## config.mk

```make
export PLATFORM = sky130hd
export DESIGN_NAME = glos_ctrl
export DESIGN_NICKNAME = d
export VERILOG_FILES = /design/src/glos_pkg.sv /design/src/glos_ctrl.sv
export SDC_FILE = /design/constraint.sdc
export NUM_CORES = 1
export LEC_CHECK = 0
export ABC_AREA = 1
export BUFFER_PORTS_ARGS = -buffer_cell sky130_fd_sc_hd__buf_4
export CAP_MARGIN = 10
export CORE_MARGIN = 2
export CORE_UTILIZATION = 52
export DETAILED_ROUTE_END_ITERATION = 10
export PLACE_DENSITY = 0.79
export SLEW_MARGIN = 20
export SYNTH_ARGS = -nofsm -noshare
export SYNTH_HDL_FRONTEND = slang
export SYNTH_SLANG_ARGS = --single-unit
```

## constraint.sdc

```tcl
create_clock -name clk -period 2.2 [get_ports clk]
set_input_delay 0.44 -clock clk [delete_from_list [all_inputs] [get_ports clk]]
set_output_delay 0.44 -clock clk [all_outputs]
set_load 0.005 [all_outputs]
```

## src/glos_pkg.sv

```systemverilog
// Shared types and constants for the grid line-of-sight block.
`timescale 1ns / 1ps

package glos_pkg;

	// Fixed field widths of a transaction
	localparam int CX_W = 6;
	localparam int CY_W = 6;
	localparam int CZ_W = 4;
	// Distances along any axis fit the widest coordinate
	localparam int D_W  = 6;
	// Bresenham error term, signed, with headroom for the doubled compare
	localparam int E_W  = D_W + 3;

	// Input transaction payload
	typedef struct packed {
		logic            kind;
		logic [CX_W-1:0] x_a;
		logic [CY_W-1:0] y_a;
		logic [CZ_W-1:0] z_a;
		logic [CX_W-1:0] x_b;
		logic [CY_W-1:0] y_b;
		logic [CZ_W-1:0] z_b;
		logic            cell_present;
		logic            cell_blocks;
		logic            require_same_floor;
	} req_item_t;

	// Kind codes
	localparam logic KIND_WRITE = 1'b0;
	localparam logic KIND_QUERY = 1'b1;

	// Controller to datapath commands
	typedef struct packed {
		logic load;      // capture the input transaction
		logic wr_cell;   // store the captured cell bits
		logic clr_wr;    // clear one cell and advance the sweep
		logic ray_init;  // set up a ray
		logic ray_sel;   // 0: a to b, 1: b to a
		logic rd_floor;  // read the lower cell under the last point
		logic rd_cell;   // read the current cell, move last point here
		logic adv;       // take one Bresenham step
	} cmd_t;

	// Datapath to controller status
	typedef struct packed {
		logic is_query;
		logic floor_mismatch;
		logic probe;
		logic floor_chg;
		logic last_visit;
		logic present_hit;
		logic block_hit;
		logic clr_last;
	} sts_t;

endpackage

```

## src/glos_ctrl.sv

```systemverilog
// Controller state machine: clearing sweep, decode, ray sequencing, result register.
`timescale 1ns / 1ps

module glos_ctrl
	import glos_pkg::*;
(
	input  logic clk,
	input  logic arst_n,
	input  logic req_valid,
	output logic req_ready,
	output logic rsp_valid,
	input  logic rsp_ready,
	output logic rsp_clear,
	output cmd_t cmd,
	input  sts_t sts
);

	typedef enum logic [2:0] {
		S_CLEAR,
		S_IDLE,
		S_DECODE,
		S_STEP,
		S_RD_FLOOR,
		S_RD_CELL,
		S_DONE
	} state_t;

	state_t state_q;
	logic   sel_q;        // which ray is running
	logic   res_q;        // answer waiting for the output register
	logic   rsp_valid_q;
	logic   rsp_clear_q;

	assign req_ready = (state_q == S_IDLE);
	assign rsp_valid = rsp_valid_q;
	assign rsp_clear = rsp_clear_q;

	// Command decode
	always_comb begin
		cmd = '0;
		unique case (state_q)
			S_CLEAR: begin
				cmd.clr_wr = 1'b1;
			end
			S_IDLE: begin
				cmd.load = req_valid;
			end
			S_DECODE: begin
				if (!sts.is_query) begin
					cmd.wr_cell = 1'b1;
				end else if (!sts.floor_mismatch) begin
					cmd.ray_init = 1'b1;
					cmd.ray_sel  = 1'b0;
				end
			end
			S_STEP: begin
				if (sts.probe) begin
					if (sts.floor_chg)
						cmd.rd_floor = 1'b1;
					else
						cmd.rd_cell = 1'b1;
				end else begin
					cmd.adv = 1'b1;
				end
			end
			S_RD_FLOOR: begin
				if (sts.present_hit) begin
					if (!sel_q) begin
						cmd.ray_init = 1'b1;
						cmd.ray_sel  = 1'b1;
					end
				end else begin
					cmd.rd_cell = 1'b1;
				end
			end
			S_RD_CELL: begin
				if (sts.block_hit) begin
					if (!sel_q) begin
						cmd.ray_init = 1'b1;
						cmd.ray_sel  = 1'b1;
					end
				end else begin
					cmd.adv = 1'b1;
				end
			end
			S_DONE: begin
				cmd = '0;
			end
			default: begin
				cmd = '0;
			end
		endcase
	end

	// State and registered outputs
	always_ff @(posedge clk or negedge arst_n) begin
		if (!arst_n) begin
			state_q     <= S_CLEAR;
			sel_q       <= 1'b0;
			res_q       <= 1'b0;
			rsp_valid_q <= 1'b0;
			rsp_clear_q <= 1'b0;
		end else begin
			// output register empties on a taken response; the result state refills it
			if (rsp_valid_q && rsp_ready && state_q != S_DONE)
				rsp_valid_q <= 1'b0;

			unique case (state_q)
				S_CLEAR: begin
					if (sts.clr_last)
						state_q <= S_IDLE;
				end
				S_IDLE: begin
					if (req_valid)
						state_q <= S_DECODE;
				end
				S_DECODE: begin
					if (!sts.is_query) begin
						state_q <= S_IDLE;
					end else if (sts.floor_mismatch) begin
						res_q   <= 1'b0;
						state_q <= S_DONE;
					end else begin
						sel_q   <= 1'b0;
						state_q <= S_STEP;
					end
				end
				S_STEP: begin
					if (sts.probe) begin
						state_q <= sts.floor_chg ? S_RD_FLOOR : S_RD_CELL;
					end else if (sts.last_visit) begin
						res_q   <= 1'b1;
						state_q <= S_DONE;
					end
				end
				S_RD_FLOOR: begin
					if (sts.present_hit) begin
						// ray blocked: try the reverse ray, or give up
						if (!sel_q) begin
							sel_q   <= 1'b1;
							state_q <= S_STEP;
						end else begin
							res_q   <= 1'b0;
							state_q <= S_DONE;
						end
					end else begin
						state_q <= S_RD_CELL;
					end
				end
				S_RD_CELL: begin
					if (sts.block_hit) begin
						if (!sel_q) begin
							sel_q   <= 1'b1;
							state_q <= S_STEP;
						end else begin
							res_q   <= 1'b0;
							state_q <= S_DONE;
						end
					end else if (sts.last_visit) begin
						res_q   <= 1'b1;
						state_q <= S_DONE;
					end else begin
						state_q <= S_STEP;
					end
				end
				S_DONE: begin
					if (!rsp_valid_q || rsp_ready) begin
						rsp_valid_q <= 1'b1;
						rsp_clear_q <= res_q;
						state_q     <= S_IDLE;
					end
				end
				default: begin
					state_q <= S_IDLE;
				end
			endcase
		end
	end

	// An accepted transaction is always decoded next
	a_accept_decode: assert property (@(posedge clk) disable iff (!arst_n)
		(req_valid && req_ready) |=> (state_q == S_DECODE))
		else $error("accepted transaction not decoded");

	// A response only appears from the result state
	a_rsp_from_done: assert property (@(posedge clk) disable iff (!arst_n)
		$rose(rsp_valid) |-> ($past(state_q) == S_DONE))
		else $error("response raised outside result state");

	// A finished answer waits while the output register is still occupied
	a_result_held: assert property (@(posedge clk) disable iff (!arst_n)
		(state_q == S_DONE && rsp_valid && !rsp_ready) |=> (state_q == S_DONE))
		else $error("result dropped while output stalled");

endmodule

```

==> results.yml, run 1 <==
outcome:
  outcome: "complete, no violations"
floorplan:
  coreArea_um2: 1270
  die_h_um: 40.2
  start_util_pct: 53.7
  die_x_um: 40.2
  die-area_um2: 1620
  fp-row-count: 13
  io_pins: 23
drt:
  drt_iter0_markers: 32
  postRouteAntennaNets: 0
  wl_per_cell_um: 11.1
  routed_wl_mm: 1.77
  drt_first_pass_iters: 4
  viasPerCell: 5.28
  vias: 845
  drc: 0
run:
  cap_violations: 0
timing:
  period_needed_ns: 1.99
  finalSetupTns_ns: 0
  finClkSkew_ns: 0.00157
  finalHoldViolCount: 0
  relSlewSlack_pct: 74.1
  fmax_mhz: 502
  worst_pin_slew_ns: 0.388
  setup_viol: 0
  fin_crit_sh_pct: 90.6
  finalMaxSlewViolations: 0
  rsz0062_at_grt: "no"
yosys:
  synth_xor_area_share_pct: 0
  syn_area_um2: 682
  ys_ff_latch: 7
  synth_cells: 120
  synth_commonest_cells: "nand2_1, inv_1, nor2_1"
  synth-main-ff-cell: "dfrtp_1"
  synth_fa_ha_area_share_pct: 0
  yosys_warnings: 0
  synth_top_family_by_area: "simple AND/OR/NAND/NOR gates"
  yosys.area.top_type: "dfrtp_1"
  yosys.area_share.simple_pct: 49.5
  synth.area.top_cells: "dfrtp_1, nand2_1, nand3_1"
  avgSynthCellArea_um2: 5.68
  synth_compound_area_share_pct: 8.81
  yosysMostFrequentCell: "nand2_1"
  synth_edf_count: 0
  muxShareOfSynthArea_pct: 0
  ys_seq_area_share_pct: 25.7
  synth.distinct_cells: 18
  syn-num-nets: 132
  synth-async-reset-ratio_pct: 100
  synth_top_area_share_pct: 25.7
cts:
  cts_resized: 0
  path_clk_slew_ns: 0.05
  clk_latency_ns: 0.25
  clock_sinks: 7
  cts_buffers: 3
  cts_tree: "yes"
  cts.path.max_buffers: 2
  cts_htree_levels: 1
  cts-root-buf: "clkbuf_4"
critical_path:
  worstSetupPathType: "reg2out"
  path_cells: "nor2_1 > nand2_2 > inv_2 > nand3_1 > o211ai_1 > buf_4"
  slowest_delay_ns: 0.51
  required_ns: 1.76
  start_kind: "flip-flop"
  cp_slowest_cell: "dfrtp_1"
  cp_max_fo: 11
  endpoint_kind: "primary output"
  crit_arrival_ns: 1.55
placement:
  portBuffers: 22
  placed_area_um2: 847
  dp.cells: 155
  hpwlAfterDp_mm: 1.46
  gp_congestion: 1.04
grt:
  grt_usage_pct: 25.5
  grt_pass1_vias: 672
  overflow: 0
  antenna_found_initial: 0
  grt_pass1_wl_mm: 2.71
  grt_max_degree: 12
final_layout:
  design_area_um2: 883
  utilization_pct: 69.6
  area_delta_synth_final_pct: 29.5
  nFillCells: 125
  diodes: 0
  drive_above_1_share_pct: 22.1
  final_nets: 158
  final_cells: 160
pwr:
  vdd_drop_max_mv: 0.603
  cellLeakagePower_uw: 0.000543
  p_switching_uw: 522
  power_frac_clock_pct: 11.2
  switching_share_pct: 49.8
  power_frac_comb_pct: 61.5
  internal-power_uw: 526
  seq_power_share_pct: 27.3
  power_uw: 1050
  p_per_area_nw_per_um2: 1190
min_path:
  hold_class: "in2reg"
final cells by class:
type                    count  area [um^2]  share of cell area, %
repair buffers             23          175                   19.8
inverters                  24         90.1                   10.2
flip-flops and latches      7          175                   19.8
clock buffers               4         26.3                   2.97
well taps                  15         18.8                   2.12
multi-input cells          87          398                   45.0
worst max-delay path: cells and delay by family, from the launching register on:
kind | cells | cell delay (ns)
flip-flops | 1 | 0.51
AND/OR/NAND/NOR | 3 | 0.45
AO/OA/AOI/OAI | 1 | 0.09
buffers and inverters | 2 | 0.24
per-layer routing:
layer  wire length (um)  GRT usage, %  part of all wire [%]
met1                753          30.5                    43
met2                888          42.3                    50
met3                120          8.89                   6.8
met4                  8          8.33                  0.45
met5                  0             0                     0
power by group through the flow:
stage	logic, uW	clock network [uW]	registers [uW]
after global routing	739	126	299
after floorplan	489	0	226
final	645	117	286
after detailed placement	637	0	287
after global placement	621	0	283
after CTS	641	118	284
flip-flops by register name (all words and copies together), names as in the netlist:
| register | cells |
|---|---|
| rsp_valid | 1 |
| res_q | 1 |
| sel_q | 1 |
| state_q | 3 |
| rsp_clear | 1 |
worst paths after layout:
kind	from	endpoint	slack, ns	cells after the start
worst min-delay path	rsp_ready	rsp_valid$_DFF_PN0_	0.45	4
worst max-delay path	state_q[0]$_DFFE_PN0P_	cmd[4]	0.21	6
worst max register to register	state_q[0]$_DFFE_PN0P_	state_q[0]$_DFFE_PN0P_	0.83	7
worst min register to register	rsp_clear$_DFFE_PN0P_	rsp_clear$_DFFE_PN0P_	0.53	2
max in group asynchronous	arst_n	state_q[0]$_DFFE_PN0P_	1.55	2
min in group asynchronous	arst_n	sel_q$_DFFE_PN0P_	0.53	2
per-stage QoR:
step | setup slack [ns] | hold WS (ns)
2_1_floorplan | 0.756 | 0.144
6_report | 0.207 | 0.450
3_5_place_dp | 0.501 | 0.258
5_1_grt | 0.113 | 0.457
4_1_cts | 0.225 | 0.447
3_3_place_gp | 0.571 | 0.254
layout by cell type, fill, tap and decap left out, types with 2 or more instances in the layout:
cell and count:
nand2_1 30, buf_4 22, inv_1 21, nor2_1 19
nand3_1 17, o21ai_0 7, dfrtp_1 7, nand4_1 4
inv_2 3, clkbuf_4 3, o211ai_1 2, nor3_1 2
cell families after synthesis:
| logic type | count (synthesis) |
|---|---|
| DFF | 7 |
| and+or+nand+nor | 76 |
| AOI/OAI and AO/OA | 11 |
| buffers and inverters | 26 |
what timing repair did:
action | in CTS | in global routing
setup buffers | 0 | 0
setup endpoints to repair | 0 | 0
hold buffers | 1 | 0
endpoints found under the hold margin | 7 | 0
Note: power is estimated with default switching activity, not from simulation.
==> run 2: changes to the inputs <==
Settings changed: ABC_AREA 1 to default, CORE_AREA from default to 2 2 39 41, CORE_MARGIN 2 to default, CORE_UTILIZATION 52 to default, DIE_AREA from default to 0 0 41 43, PLACE_DENSITY 0.79 to 0.71.
==> run 2 against run 1 <==
  * Wire length fell by 13%
  * Sequential power barely moved
  * Setup slack got worse by 0.070 ns
  * Die area rose by 9.0%
  * Fmax fell by 3.4%
  * Clock power fell by 4%
  * Sequential share of layout area rose by 2.3 points
  * Critical path depth fell by 1
  * First-iteration DRC count fell by 9.4%
  * Largest cell class unchanged
  * Highest routed layer unchanged
==> results.yml, run 2 <==
outcome:
  outcome: "complete, no violations"
yosys:
  syn_area_um2: 596
  syn-num-nets: 88
  avgSynthCellArea_um2: 7.84
  synth_edf_count: 0
  synth_commonest_cells: "a21oi_1, nor2_1, dfrtp_1, nand2b_1, nand2_1"
  synth.area.top_cells: "dfrtp_1, a21oi_1, nand2b_1"
  synth.distinct_cells: 27
  synth_cells: 76
  synth-async-reset-ratio_pct: 100
  yosys_warnings: 0
  synth_top_area_share_pct: 29.4
  synth-main-ff-cell: "dfrtp_1"
  ys_ff_latch: 7
  yosys.area.top_type: "dfrtp_1"
  ys_seq_area_share_pct: 29.4
  yosysMostFrequentCell: "a21oi_1"
drt:
  wl_per_cell_um: 13.4
  viasPerCell: 5.77
  drt_iter0_markers: 29
  drt_first_pass_iters: 4
  routed_wl_mm: 1.55
  vias: 663
  drc: 0
  postRouteAntennaNets: 0
timing:
  relSlewSlack_pct: 74.2
  finalMaxSlewViolations: 0
  finalHoldViolCount: 0
  setup_viol: 0
  finalSetupTns_ns: 0
  fin_ws_ns: 0.137
  period_needed_ns: 2.06
  worst_pin_slew_ns: 0.387
  finClkSkew_ns: 0.00646
  fmax_mhz: 485
  fin_crit_sh_pct: 93.8
  rsz0062_at_grt: "no"
cts:
  cts_resized: 0
  path_clk_slew_ns: 0.05
  cts_setup_buffers: 0
  cts-root-buf: "clkbuf_4"
  cts.path.max_buffers: 2
  clock_sinks: 7
  cts_buffers: 3
  clk_latency_ns: 0.25
  cts_htree_levels: 1
  cts_tree: "yes"
floorplan:
  fp-row-count: 14
  io_pins: 23
  die_h_um: 43
  die-area_um2: 1760
  coreArea_um2: 1380
  die_x_um: 41
  start_util_pct: 43.0
grt:
  antenna_found_initial: 0
  overflow: 0
  grt_pass1_vias: 584
  grt_usage_pct: 19.4
  grt_pass1_wl_mm: 2.42
  grt_max_degree: 16
critical_path:
  endpoint_kind: "primary output"
  slowest_delay_ns: 0.51
  start_kind: "flip-flop"
  cp_slowest_cell: "dfrtp_1"
  cp_max_fo: 15
  required_ns: 1.76
  worstSetupPathType: "reg2out"
  crit_arrival_ns: 1.62
  path_cells: "nand2b_1 > nor2_1 > nand3b_1 > o31ai_1 > buf_4"
pwr:
  vdd_drop_max_mv: 0.683
  p_per_area_nw_per_um2: 1160
  cellLeakagePower_uw: 0.000365
run:
  cap_violations: 0
final_layout:
  final_common_cell: "buf_4"
  area_delta_synth_final_pct: 33.2
  drive_above_1_share_pct: 32.3
  diodes: 0
  largest_reg_flops: 3
  top_register: "state_q"
  final_nets: 112
  final_cell_mix: "buf_4, a21oi_1, nor2_1"
placement:
  pre_cts_ws_ns: 0.425
  gp_congestion: 0.841
  hpwlAfterDp_mm: 1.23
  portBuffers: 22
min_path:
  hold_class: "in2reg"
[run 2: cell types whose count changed after synthesis, moves of 6 or more]
cell,change
nor2_1,-8
nand2b_1,+7
a21oi_1,+11
nand3_1,-16
inv_1,-20
o21ai_0,-6
nand2_1,-25
[run 2: worst paths after layout]
kind / start / depth (start not counted) / to / slack (ns)
max in group asynchronous: arst_n / 2 / state_q[1]$_DFFE_PN0P_ / 1.54
hold reg to reg: rsp_clear$_DFFE_PN0P_ / 1 / rsp_clear$_DFFE_PN0P_ / 0.51
hold / removal: sts[3] / 3 / res_q$_DFFE_PN0P_ / 0.51
min in group asynchronous: arst_n / 2 / rsp_clear$_DFFE_PN0P_ / 0.54
setup / recovery: state_q[2]$_DFFE_PN0P_ / 5 / cmd[1] / 0.14
setup reg to reg: state_q[0]$_DFFE_PN0P_ / 5 / res_q$_DFFE_PN0P_ / 0.64
[run 2: logic make-up (layout without fill, tap and decap cells)]
group	Yosys count	count (layout)	share of synthesized area [%]
buffers and inverters	6	29	5.88
AO/OA/AOI/OAI	27	27	30.3
flip-flops	7	7	29.4
AND/OR/NAND/NOR	33	33	28.8
multiplexers	3	3	5.67
[run 2: metal layers]
layer | vias up | wire [um] | global-route usage [%]
li1 | 328 | - | -
met1 | 298 | 627 | 25.9
met2 | 35 | 793 | 30.6
met3 | 2 | 111 | 5.24
met4 | 0 | 12 | 3.33
met5 | - | 0 | 0
[run 2: report_power, final]
| part | total, uW | internal (uW) | switching, uW | leakage [uW] |
|---|---|---|---|---|
| Sequential | 286 | 184 | 103 | 0.0000888 |
| Combinational | 522 | 272 | 250 | 0.000262 |
| Clock | 112 | 69.0 | 43.2 | 0.0000150 |
[run 2: cell type report]
class                           instances  area [um^2]
Clock buffer                            4         26.3
Fill cell                             129          591
Inverter                                1         3.75
Multi-Input combinational cell         63          385
Sequential cell                         7          175
Tap cell                               16         20.0
Timing Repair Buffer                   24          183
[run 2: metrics by stage]
step	cells	instance area (um^2)	power (uW)	hold WS, ns	utilization [%]
after floorplan	76	596	631	0.144	-
after detailed placement	110	757	803	0.255	54.7
after global routing	115	793	990	0.519	57.3
after global placement	110	757	800	0.255	54.7
final	115	793	920	0.505	57.3
after CTS	115	793	920	0.500	57.3
[run 2: repair_timing]
| item | CTS | global route |
|---|---|---|
| endpoints found under the setup margin | 0 | 0 |
| endpoints found under the hold margin | 7 | 0 |
| hold buffers | 1 | 0 |
[run 2: critical path: cells and delay by family, from the launching register on]
family	cells	cell delay, ns
AND/OR/NAND/NOR	3	0.64
flip-flops	1	0.51
AO/OA/AOI/OAI	1	0.09
buffers and inverters	1	0.15
